### src/rtl/pst_relax.sv
// Shared compare unit: relaxes one link cost and tracks the running minimum.
module pst_relax #(
    parameter int COST_BITS = 16
) (
    input  logic [COST_BITS-1:0] m,
    input  logic [COST_BITS-1:0] d,
    input  logic                 vis,
    input  logic                 found,
    input  logic [COST_BITS-1:0] min_cost,
    output logic                 upd,
    output logic [COST_BITS-1:0] newd,
    output logic                 take
);

    // Lower the link cost when the matrix entry beats it
    assign upd  = !vis && (m < d);
    assign newd = upd ? m : d;

    // Keep the first strictly smaller unvisited cost
    assign take = !vis && (!found || (newd < min_cost));

endmodule

### config.mk
export PLATFORM = sky130hd
export DESIGN_NAME = pst_relax
export DESIGN_NICKNAME = d
export VERILOG_FILES = /design/src/rtl/pst_relax.sv
export SDC_FILE = /design/constraint.sdc
export NUM_CORES = 1
export LEC_CHECK = 0
export ABC_AREA = 1
export BUFFER_PORTS_ARGS = -buffer_cell sky130_fd_sc_hd__buf_2
export CORE_MARGIN = 10
export CORE_UTILIZATION = 28
export DETAILED_ROUTE_END_ITERATION = 6
export SYNTH_ARGS = -nofsm -noshare
export SYNTH_HDL_FRONTEND = slang
export SYNTH_SLANG_ARGS = --single-unit
### constraint.sdc
create_clock -name vclk -period 6.4
set_clock_uncertainty 0.15 [all_clocks]
set_input_delay 0.96 -clock vclk [all_inputs]
set_output_delay 0.96 -clock vclk [all_outputs]
set_load 0.02 [all_outputs]
After elaboration in Yosys (flattened, before gate mapping)
Cells that the tools add are included.
{"block": "totals", "input_bits": 50, "latchBits": 0, "register_bits": 0, "memories": 0, "elab_cells": 8, "output_inout_bits": 18, "ram_bits": 0, "romBits": 0}
{"block": "op_classes", "add_sub_neg": 0, "n_eq_ne": 0, "n_reduce_logical": 5, "n_bitwise": 0, "div_mod_pow": 0, "mux": 1, "multipliers": 0, "shifts": 0, "n_lt_le_gt_ge": 2}
{"operator": "$lt 16x16->1", "n": 2}
{"operator": "$mux 16", "n": 1}
{"operator": "$logic_and 1x1->1", "n": 2}
{"operator": "$logic_not 1->1", "n": 2}
{"operator": "$logic_or 1x1->1", "n": 1}

Longest topological paths before layout
{"block": "logic_depth", "depth_word": 6, "ltp_mapped": 24, "depth_no_buf": 23}

Worst setup path after synthesis
Ideal clock, no wire load.
{"block": "synth_timing", "path_type": "input to output", "start": "input d[11]", "end": "output take", "stages": 19, "t_arrival_ns": 3.793, "setup_slack_ns": 1.497, "n_path_buf": 1, "required_ns": 5.290, "path_cell_list": "inv_1 -> ha_1 -> nand2_1 -> inv_1 -> o21ai_1 -> a21oi_1 -> nor2_2 -> nand2_2 -> inv_1 -> clkbuf_1 -> o21ai_0 -> ha_1 -> nand2_1 -> inv_1 -> nand3_1 -> a31oi_1 -> a2111oi_0 -> nand2_1 -> a21oi_2"}
{"block": "synth_between", "elab_chain_len": 6}
{"item": "from (decl)", "line_no": "6", "source": "input logic [COST_BITS-1:0] d,"}
{"item": "$lt 16x16->1", "line_no": "16", "source": "assign upd = !vis && (m < d);"}
{"item": "$logic_and 1x1->1", "line_no": "16"}
{"item": "named net upd", "line_no": "10", "source": "output logic upd,"}
{"item": "$mux 16", "line_no": "17", "source": "assign newd = upd ? m : d;"}
{"item": "named net newd[11]", "line_no": "11", "source": "output logic [COST_BITS-1:0] newd,"}
{"item": "$lt 16x16->1", "line_no": "20", "source": "assign take = !vis && (!found || (newd < min_cost));"}
{"item": "$logic_or 1x1->1", "line_no": "20"}
{"item": "$logic_and 1x1->1", "line_no": "20"}
{"item": "to (decl)", "line_no": "12", "source": "output logic take"}
The timed path passes the listed nets, and every way through them passes these cells.

Worst setup path in the final report
{"block": "layout_timing", "start": "input m[5]", "end": "output take"}
{"block": "layout_between", "elab_chain_len": 6}
{"item": "from (decl)", "line_no": "5", "source": "input logic [COST_BITS-1:0] m,"}
{"item": "$lt 16x16->1", "line_no": "16"}
{"item": "$logic_and 1x1->1", "line_no": "16"}
{"item": "$mux 16 (*)", "line_no": "17"}
{"item": "$lt 16x16->1 (*)", "line_no": "20"}
{"item": "$logic_or 1x1->1 (*)", "line_no": "20"}
{"item": "$logic_and 1x1->1 (*)", "line_no": "20"}
Mark *: on every way between the ends. The rest lies on a longest branch, timed or not.

==> impl_metrics.toml <==
[synth]
synth_cells = 168
synth_area_per_cell_um2 = 5.77
syn_nets = 248
synth_area_um2 = 970
synth_warnings = 0
ys_types = 18
yosysSeqAreaShare_pct = 0

[floorplanning]
start_util_pct = 29.1
fp.coreArea_um2 = 3340
die_w_um = 78.9
io_pins = 68
die_area_um2 = 6220
die_h_um = 78.9
fp-row-count = 21

[hold_path]
hp-class = "input pin to output port"
whs_path_depth = 3
worstHoldStart = "found"
hold_path_end = "take"

[sta]
worst_pin_slew_ns = 0.744
setup_viol = 0
finalCritPeriodShare_pct = 79.2
whs_ns = 2.05
hold_viol = 0
finalMaxSlewViolations = 0
max-slew-margin-rel_pct = 50.3
clock.fmax_mhz = 197
fin_tns_setup_ns = 0
rsz0062_at_grt = "false"
min_period_ns = 5.07

[layout]
nFillCells = 399
fin_nets = 315
multi_input_area_um2 = 808
flops_and_latches = 0
seq_area_um2 = 0
final_common_cell = "buf_2"
layout_common_cells = "buf_2 (68), nand2_1 (46), inv_1 (40)"
nClkBuffers = 0
drive_above_1_share_pct = 31.3
area_delta_synth_final_pct = 39.9
num_antenna_cells = 0
fin_area_um2 = 1360

[power]
pwr-share-seq_pct = 0
power_frac_clock_pct = 0
irDropWorstVdd_uv = 26.0
sw_frac_of_total_pct = 59.9
p_leak_nw = 0.897
internal-power_w = 0.0000460
p_sw_w = 0.0000686
powerDensity_nw_per_um2 = 84.5
comb_power_share_pct = 100.0

[placed_design]
place_congestion = 0.730
numPortBuffers = 68
post-dp-hpwl_mm = 2.69
place_area_um2 = 1360

[worst_setup_path]
critPathKind = "input pin to output port"
end_kind = "output port"
crit_arrival_ns = 3.96
critPathMaxFanout = 31
start_kind = "input pin"
required_ns = 5.29

[grt]
gr-usage-all-layers_pct = 8.57
overflow = 0
antenna_found_initial = 0
grt_pass1_wl_mm = 4.73
grt_max_degree = 32
grt_pass1_vias = 1101

[detailed_routing]
vias = 1158
antenna_left = 0
drt_wl_total_mm = 2.85
wl_per_cell_um = 10.2
drc_errors = 0
viasPerCell = 4.15
dr.pass1.iters = 4
drt_iter0_drc = 21

[clock_network]
cts_resized = 0
postCtsSetupRepairBufs = 0
hold_buffers = 0

[outcome]
outcome = "complete, no violations"

[flow_run]
max_cap_viol_count = 0
[worst max-delay path by stage]
| stage | start | cells after the start | slack [ns] | endpoint |
|---|---|---|---|---|
| 5_1_grt | m[5] | 17 | 0.89 | take |
| 3_5_place_dp | m[5] | 17 | 1.28 | take |
| 4_1_cts | m[5] | 17 | 1.25 | take |
| 3_3_place_gp | m[5] | 19 | 1.32 | take |
| 2_1_floorplan | d[11] | 19 | 1.50 | take |
| 6_report | m[5] | 17 | 1.33 | take |
[metal layers]
| layer | track usage [%] | up-vias | wire, um |
|---|---|---|---|
| met5 | 0 | - | 0 |
| met4 | 0 | 0 | 0 |
| met3 | 3.15 | 0 | 303 |
| met2 | 14.5 | 36 | 1250 |
| met1 | 10.8 | 453 | 1300 |
| li1 | - | 669 | - |
[stage by stage]
stage	instances	power (W)	setup slack (ns)	util, %
after CTS	279	0.000118	1.25	40.6
final	279	0.000115	1.33	40.6
after global routing	279	0.000133	0.894	40.6
after global placement	279	0.000116	1.32	40.6
after floorplan	168	0.0000752	1.50	-
after detailed placement	279	0.000117	1.28	40.6
[critical path, stage by stage]
cell and delay, ns:
buf_2 0.10, ha_1 0.30, a21oi_1 0.14, nor2_1 0.06, nor3_2 0.09, nand2_1 0.09
nand2_2 0.08, nand2_2 0.05, inv_1 0.54, o21ai_0 0.23, ha_1 0.34, a21oi_1 0.17
a31oi_1 0.10, a2111oi_0 0.29, nand2_1 0.11, a21oi_2 0.11, buf_2 0.17
[layout make-up]
cell class / count / area share (%)
Multi-Input combinational cell: 125 / 59.6
Tap cell: 46 / 4.24
Timing Repair Buffer: 68 / 25.1
Inverter: 40 / 11.1
[logic make-up (layout without fill, tap and decap cells)]
family                   count (synthesis)  in the layout  synth area share, %
AND/OR/NAND/NOR                         65             65                 27.7
AO/OA/AOI/OAI                           30             30                 16.9
buffers and inverters                   43            108                 16.6
adder cells (fa/ha/maj)                 30             30                 38.7
[Yosys cell counts (2+ instances only)]
cell type  number  share of area, %
a21oi_1         9               4.6
clkbuf_1        3               1.2
ha_1           30                39
inv_1          40                15
nand2_1        46                18
nand2_2         2               1.3
nand3_1         5               2.6
nand4_1         2               1.3
nor2_1          8               3.1
o21ai_0        15               7.7
[power by group through the flow]
| stage | combinational [W] | clock, W | sequential (W) |
|---|---|---|---|
| floorplan | 0.0000752 | 0 | 0 |
| global placement | 0.000116 | 0 | 0 |
| detailed placement | 0.000117 | 0 | 0 |
| CTS | 0.000118 | 0 | 0 |
| global route | 0.000133 | 0 | 0 |
| finish | 0.000115 | 0 | 0 |
Power figures use the tool's default switching activity.
