### config.mk
export PLATFORM = sky130hd
export DESIGN_NAME = pst_ram
export DESIGN_NICKNAME = d
export VERILOG_FILES = /design/src/rtl/pst_ram.sv
export SDC_FILE = /design/constraint.sdc
export NUM_CORES = 1
export LEC_CHECK = 0
export ABC_AREA = 0
export BUFFER_PORTS_ARGS = -buffer_cell sky130_fd_sc_hd__buf_2
export CORE_MARGIN = 8
export CORE_UTILIZATION = 30
export DETAILED_ROUTE_END_ITERATION = 10
export PLACE_DENSITY_LB_ADDON = 0.05
export SYNTH_ARGS = -nofsm -noshare
export SYNTH_HDL_FRONTEND = slang
export SYNTH_SLANG_ARGS = --single-unit
export TNS_END_PERCENT = 50
### constraint.sdc
create_clock -name clk -period 4.7 [get_ports clk]
set_input_delay 0.705 -clock clk [delete_from_list [all_inputs] [get_ports clk]]
set_output_delay 0.705 -clock clk [all_outputs]
set_load 0.03 [all_outputs]
### src/rtl/pst_ram.sv
// Simple dual-port RAM: one write port, one registered read port with enable.
module pst_ram #(
    parameter int W  = 16,
    parameter int AW = 6
) (
    input  logic          clk,
    input  logic          we,
    input  logic [AW-1:0] waddr,
    input  logic [W-1:0]  wdata,
    input  logic          re,
    input  logic [AW-1:0] raddr,
    output logic [W-1:0]  rdata
);

    logic [W-1:0] mem [2**AW];
    logic [W-1:0] rdata_reg;

    // Write port
    always_ff @(posedge clk)
    begin
        if (we)
        begin
            mem[waddr] <= wdata;
        end
    end

    // Registered read, held while the enable is low
    always_ff @(posedge clk)
    begin
        if (re)
        begin
            rdata_reg <= mem[raddr];
        end
    end

    assign rdata = rdata_reg;

endmodule

# [After elaboration in Yosys (flattened, before gate mapping)]
# Memory sizes are Yosys's and may differ from the RTL's. A register that Yosys moved wholly into a read port is not among the register bits.
# Index checks and enable logic that the tools add are counted.
[op_classes] mux=2
[op_table] op="two-way mux 1 bit" count=2
[totals] regBits=0 ramBits=1024 output_inout_bits=16 word_cells=3 n_memories=1
[mem_list] memory="mem" words=64 word_bits=16 read_ports=1 rd_clocked_by_memory_dff=1 wr=1 line="15" source="logic [W-1:0] mem [2**AW];"

# [Depth between registers and ports, before layout]
# Gate-level depths: netlist of run 1.
[logic_depth] depth_word=2 depth_mapped=10

# [Least setup slack after synthesis of run 1]
# No wires, ideal clock.
[synth_timing] path_kind="input-to-reg" start="input waddr[3]" end="memory mem[48][0], enable pin" setup_ns=0.409 arrival_time_ns=2.331 t_required_ns=4.291 setup_slack_ns=1.960 cell_stages=4 path_cell_list="clkbuf_1 nor2b_1 nand4b_1 nor3_1"
[synth_lines] element="start, declared" line="8" source="input logic [AW-1:0] waddr,"
[synth_lines] element="end, declared" line="15"
# Straight into the memory's write port.

==> results.sh, run 1 <==
export IMPL_yosys_warnings=0
export IMPL_worst_pin_slew_ns=1.32
export IMPL_cts_buffer_depth=3
export IMPL_synth_xor_xnor_area_share_pct=0
export IMPL_cp_end_kind="register"
export IMPL_final_util_pct=35.1
export IMPL_vdd_drop_max_mv=0.295
export IMPL_initial_utilization_pct=30.2
export IMPL_synthAdderAreaFrac_pct=0
export IMPL_via_count=19100
export IMPL_slew_violations=0
export IMPL_cpPeakStageDelay_ns=0.72
export IMPL_chipWidth_um=382
export IMPL_dieArea_um2=146000
export IMPL_portBuffers=46
export IMPL_cts_resized=0
export IMPL_dp_hpwl_um=73100
export IMPL_rsz0062_at_grt="false"
export IMPL_coreArea_um2=133000
export IMPL_gp_congestion=0.762
export IMPL_final_nets=2069
export IMPL_fmax_ghz=0.308
export IMPL_synth_top_cells_by_area="edfxtp_1, mux4_2, mux2i_1, mux2_2, a22oi_1"
export IMPL_fin_ws_ns=1.45
export IMPL_ioPinCount=47
export IMPL_critPathTopFamily="compound AO/OA/AOI/OAI gates"
export IMPL_synth_seq_cells=1040
export IMPL_grt_pass1_vias=20400
export IMPL_finalSetupViolCount=0
export IMPL_post_route_cells_drive_above_1_share_pct=29.4
export IMPL_ys_types=42
export IMPL_status="finished, final reports clean"
export IMPL_switchingPower_mw=4.42
export IMPL_cp_slowest_cell="a31oi_1"
export IMPL_cts_buffers=116
export IMPL_switching_share_pct=22.2
export IMPL_syn_inst=1829
export IMPL_critPathLaunchType="input pin"
export IMPL_largest_register_ffs=1024
export IMPL_yosysTopAreaCell="edfxtp_1"
export IMPL_min_period_over_period_pct=69.1
export IMPL_routed_via_density=4.89
export IMPL_busiest_layer="met2"
export IMPL_placed_cell_area_um2=43200
export IMPL_mostFrequentLayoutCells="edfxtp_1, mux4_2, buf_4"
export IMPL_antenna_left=0
export IMPL_cts_sinks=1040
export IMPL_yosysSeqAreaShare_pct=77.7
export IMPL_clkTransAtPathRegs_ns=0.06
export IMPL_groute_layer_met2_usage_pct=26.8
export IMPL_internal_power_mw=15.5
export IMPL_cp_cell_sequence="buf_8 > buf_4 > mux4_2 > mux2i_1 > a22oi_1 > a31oi_1 > a311oi_1"
export IMPL_cap_violations=0
export IMPL_wl_um=121000
export IMPL_use_met3_pct=2.83
export IMPL_cts_setup_buffers=0
export IMPL_cts_tree="done"
export IMPL_synth_top_area_share_pct=77.7
export IMPL_worstSetupPathType="input pin to register"
export IMPL_syn_avg_cell_area_um2=22.0
export IMPL_power_frac_comb_pct=5.3
export IMPL_clockRootBuffer="clkbuf_16"
export IMPL_worst_path_buf_inv=2
export IMPL_leakagePower_nw=14.7
export IMPL_antenna_found_initial=17
export IMPL_drtIter0Drc=1475
export IMPL_route_detailed_drc=0
export IMPL_synth_edf_count=1040
export IMPL_dp_worst_setup_slack_ns=0.663
export IMPL_row_count=134
export IMPL_sequentialPowerShare_pct=51.7
export IMPL_synth_compound_area_share_pct=2.40
export IMPL_synth_main_ff_cell="edfxtp_1"
export IMPL_area_growth_pct=16.4
export IMPL_critical_path_arrival_ns=3.67
export IMPL_skew_ns=0.0280
export IMPL_timing_hold_ws_ns=0.272
export IMPL_async_flop_share_pct=0
export IMPL_holdBufCountCts=0
export IMPL_synth_top_family_by_area="multiplexers"
export IMPL_setup_tns_ns=0
export IMPL_first_pass_iters=5
export IMPL_clk_insertion_delay_late_ns=0.72
export IMPL_p_clk_share_pct=43.0
export IMPL_slew_headroom_pct=12.1
export IMPL_worst_ep_required_time_ns=5.12
export IMPL_final_common_cell="edfxtp_1"
export IMPL_hp_class="input pin to register"
export IMPL_power_density_nw_per_um2=426
export IMPL_synthSimpleGateAreaFrac_pct=2.64
export IMPL_hold_viol_final=0
export IMPL_grt_pass1_wl_um=167000
export IMPL_cp_max_fo=61
export IMPL_die_y_um=382
export IMPL_synth_mux_area_fraction_pct=15.5
export IMPL_fin_crit_ns=3.25
export IMPL_syn_nets=1860
export IMPL_grt_overflow=0
export IMPL_h_tree_depth=3
export IMPL_synth_area_um2=40200
export IMPL_grt_usage_pct=16.3
export IMPL_grt_max_degree=65
export IMPL_wl_per_cell_um=30.8
export IMPL_use_met1_pct=22.1
export IMPL_final_cell_area_um2=46800
[worst reg2reg max path: stages (launching register included)]
cell and delay, ns:
edfxtp_1 0.36, mux4_2 0.46, mux2i_1 0.55, a22oi_1 0.23, a31oi_1 0.65, a311oi_1 0.10
[cell type report]
type,instances,area [um^2]
Fill cell,12400,86500
Tap cell,1768,2210
Sequential cell,1040,31200
Clock buffer,144,3030
Clock inverter,74,529
Multi-Input combinational cell,685,8310
Timing Repair Buffer,195,1460
Antenna cell,7,17.5
[synthesized netlist by cell type (all sizes together) (3+ instances only)]
cell	instances
and4	5
edfxtp	1040
buf	77
a21oi	17
a311oi	8
mux2i	85
a22o	6
a211oi	8
a22oi	39
nand2	60
nand4	12
a31oi	8
a41oi	5
nor2	74
nand2b	3
clkbuf	27
a211o	8
nand3	24
a221oi	16
nor2b	30
nor4	3
mux2	27
mux4	224
o21ai	8
a221o	6
[stage by stage]
| step | total power, mW | cells |
|---|---|---|
| global route | 20.6 | 3906 |
| floorplan | 11.1 | 1829 |
| global placement | 11.6 | 3688 |
| finish | 19.9 | 3913 |
| detailed placement | 11.6 | 3688 |
| CTS | 20.3 | 3906 |
[final timing paths]
kind | start | end | slack, ns | cells past startpoint
hold reg to reg | mem[40][3] | rdata[3] | 0.94 | 4
hold / removal | wdata[3] | mem[45][3] | 0.27 | 1
setup reg to reg | mem[23][0] | rdata[0] | 2.08 | 5
setup / recovery | raddr[0] | rdata[1] | 1.45 | 7
[cell families (layout without fill, tap and decap cells)]
kind of cell    count (synthesis)  after routing
flops                        1040           1040
mux                           336            336
simple gates                  220            220
compound gates                129            129
buf+inv                       104            413
other cells                     0              7
[power by group through the flow]
stage	combinational [mW]	clock, mW	sequential [mW]
after floorplan	0.532	0	10.5
after detailed placement	1.10	0	10.5
after global placement	1.09	0	10.5
after global routing	1.13	9.14	10.3
after CTS	1.10	8.85	10.3
final	1.06	8.57	10.3
[per-layer routing]
layer / vias to the layer above / wire (um) / part of all wire, %
li1: 8141 / - / -
met1: 10400 / 53000 / 44
met2: 417 / 58200 / 48
met3: 152 / 6250 / 5.2
met4: 6 / 3040 / 2.5
met5: - / 47 / 0.039
Note: power is estimated with default switching activity, not from simulation.
==> inputs of run 2 (changes only) <==
--- a/config.mk
+++ b/config.mk
@@ -5,7 +5,7 @@
 export SDC_FILE = /design/constraint.sdc
 export NUM_CORES = 1
 export LEC_CHECK = 0
-export ABC_AREA = 0
+export ABC_AREA = 1
 export BUFFER_PORTS_ARGS = -buffer_cell sky130_fd_sc_hd__buf_2
 export CORE_MARGIN = 8
 export CORE_UTILIZATION = 30
==> constraint.sdc (replaced) <==
create_clock -name clk -period 2.63 [get_ports clk]
set_input_delay 0.3945 -clock clk [delete_from_list [all_inputs] [get_ports clk]]
set_output_delay 0.3945 -clock clk [all_outputs]
set_load 0.03 [all_outputs]
==> results.sh, run 2 <==
export IMPL_antenna_left=0
export IMPL_cpPeakStageDelay_ns=0.34
export IMPL_fin_ws_ns=0.564
export IMPL_cap_violations=0
export IMPL_synth_seq_cells=1040
export IMPL_fillCellCount=13700
export IMPL_area_growth_pct=17.2
export IMPL_ff2ff_path_depth=8
export IMPL_grt_pass1_wl_um=206000
export IMPL_yosysTopAreaCell="edfxtp_1"
export IMPL_yosys_warnings=0
export IMPL_route_detailed_drc=0
export IMPL_final_common_cell="nand2_1"
export IMPL_skew_ns=0.0315
export IMPL_clk_insertion_delay_late_ns=0.74
export IMPL_async_flop_share_pct=0
export IMPL_die_y_um=391
export IMPL_worst_path_buf_inv=4
export IMPL_portBuffers=46
export IMPL_worst_ep_required_time_ns=3.22
export IMPL_leakagePower_nw=17.8
export IMPL_cts_tree="done"
export IMPL_netlist_top_cells_count="nand2_1, edfxtp_1, nand3_1"
export IMPL_row_count=137
export IMPL_hp_class="input pin to register"
export IMPL_rsz0062_at_grt="false"
export IMPL_dp_hpwl_um=88100
export IMPL_h_tree_depth=3
export IMPL_cp_cell_sequence="buf_8 > inv_16 > buf_12 > buf_4 > nand2_1 > nand3_1 > nand3_1 > nand2_1 > nand2_1 > nand3_1 > nand3_1 > nand2_1"
export IMPL_setup_tns_ns=0
export IMPL_cts_buffers=119
export IMPL_fmax_ghz=0.484
export IMPL_fin_crit_ns=2.07
export IMPL_min_period_over_period_pct=78.5
export IMPL_wl_um=144000
export IMPL_cp_max_fo=64
export IMPL_hold_viol_final=0
export IMPL_final_util_pct=35.4
export IMPL_syn_nets=3548
export IMPL_slew_headroom_pct=47.1
export IMPL_synth_main_ff_cell="edfxtp_1"
export IMPL_worst_pin_slew_ns=0.794
export IMPL_synth_top_cells_by_area="edfxtp_1, nand2_1, nand3_1, buf_2, buf_6"
export IMPL_grt_max_degree=65
export IMPL_final_nets=3706
export IMPL_chipWidth_um=391
export IMPL_largest_register_ffs=1024
export IMPL_via_count=27600
export IMPL_vdd_drop_max_mv=0.477
export IMPL_grt_pass1_vias=27500
export IMPL_timing_hold_ws_ns=0.122
export IMPL_critPathTopFamily="simple AND/OR/NAND/NOR gates"
export IMPL_wl_per_cell_um=25.4
export IMPL_cts_setup_buffers=0
export IMPL_finalSetupViolCount=0
export IMPL_synth_edf_count=1040
export IMPL_first_pass_iters=6
export IMPL_critPathLaunchType="input pin"
export IMPL_mostFrequentLayoutCells="nand2_1, edfxtp_1, nand3_1"
export IMPL_slew_violations=0
export IMPL_cts_resized=0
export IMPL_reg2reg_slack_ns=0.80
export IMPL_ys_types=15
export IMPL_synth_area_um2=42300
export IMPL_clkTransAtPathRegs_ns=0.06
export IMPL_coreArea_um2=140000
export IMPL_yosysMostFrequentCell="nand2_1"
export IMPL_dp_worst_setup_slack_ns=-0.175
export IMPL_antenna_found_initial=7
export IMPL_gp_congestion=0.829
export IMPL_cts_sinks=1040
export IMPL_min_delay_start="wdata[8]"
export IMPL_initial_utilization_pct=30.2
export IMPL_critical_path_arrival_ns=2.66
export IMPL_routed_via_density=4.88
export IMPL_worstSetupPathType="input pin to register"
export IMPL_regArea_um2=31200
export IMPL_post_route_cells_drive_above_1_share_pct=12.1
export IMPL_drtIter0Drc=2321
export IMPL_r2r_end="rdata[0]"
export IMPL_syn_avg_cell_area_um2=12.0
export IMPL_r2r_start="mem[15][0]"
export IMPL_grt_usage_pct=18.5
export IMPL_grt_overflow=0
export IMPL_status="finished, final reports clean"
export IMPL_syn_inst=3517
export IMPL_holdBufCountCts=0
export IMPL_clockRootBuffer="clkbuf_16"
export IMPL_cts_buffer_depth=3
export IMPL_power_density_nw_per_um2=753
export IMPL_hold_depth=1
export IMPL_cp_end_kind="register"
export IMPL_synth_top_area_share_pct=73.9
export IMPL_multi_input_area_um2=9610
export IMPL_whs_endpoint="mem[38][8]"
export IMPL_yosysSeqAreaShare_pct=73.9
export IMPL_power_mw=37.3
export IMPL_dieArea_um2=153000
export IMPL_ioPinCount=47
export IMPL_cp_slowest_cell="nand3_1"
run 2: worst max path at each step:
stage | start | endpoint | slack [ns] | cells past startpoint
global route | raddr[0] | rdata[3] | 0.41 | 12
floorplan | we | mem[48][0] | -0.32 | 3
global placement | raddr[0] | rdata[3] | -0.15 | 12
finish | raddr[0] | rdata[15] | 0.56 | 12
CTS | raddr[0] | rdata[3] | 0.63 | 12
detailed placement | raddr[0] | rdata[3] | -0.18 | 12
run 2: power breakdown:
part,switching [mW],internal [mW]
clock,6.83,9.47
sequential,0.0424,18.4
combinational,1.91,0.664
total,8.78,28.5
run 2: metrics by stage:
stage | instances | cell area, um^2
2_1_floorplan | 3517 | 42300
3_3_place_gp | 5430 | 45700
3_5_place_dp | 5430 | 45700
4_1_cts | 5654 | 49500
5_1_grt | 5654 | 49500
6_report | 5659 | 49500
run 2: metal layers:
layer,vias to the layer above,GRT usage (%),wire [um]
met2,643,30.1,67400
met4,2,4.98,3210
met3,159,3.02,6710
met1,14000,25.6,66400
met5,-,0,10
li1,12800,-,-
run 2: cell families (layout without fill, tap and decap cells):
group / Yosys count / count (layout) / share of synthesized area [%]
and+or+nand+nor: 2240 / 2240 / 22.6
DFF: 1040 / 1040 / 73.9
buffers and inverters: 237 / 498 / 3.52
other: 0 / 5 / 0
run 2: area by class of cell:
type	count	share of cell area [%]
clock buffer	144	6.38
inverter	12	0.144
tap	1876	4.74
multi-input combinational	2240	19.4
sequential	1040	63.1
antenna	5	0.0253
clock inverter	80	1.33
timing repair buffer	262	4.90
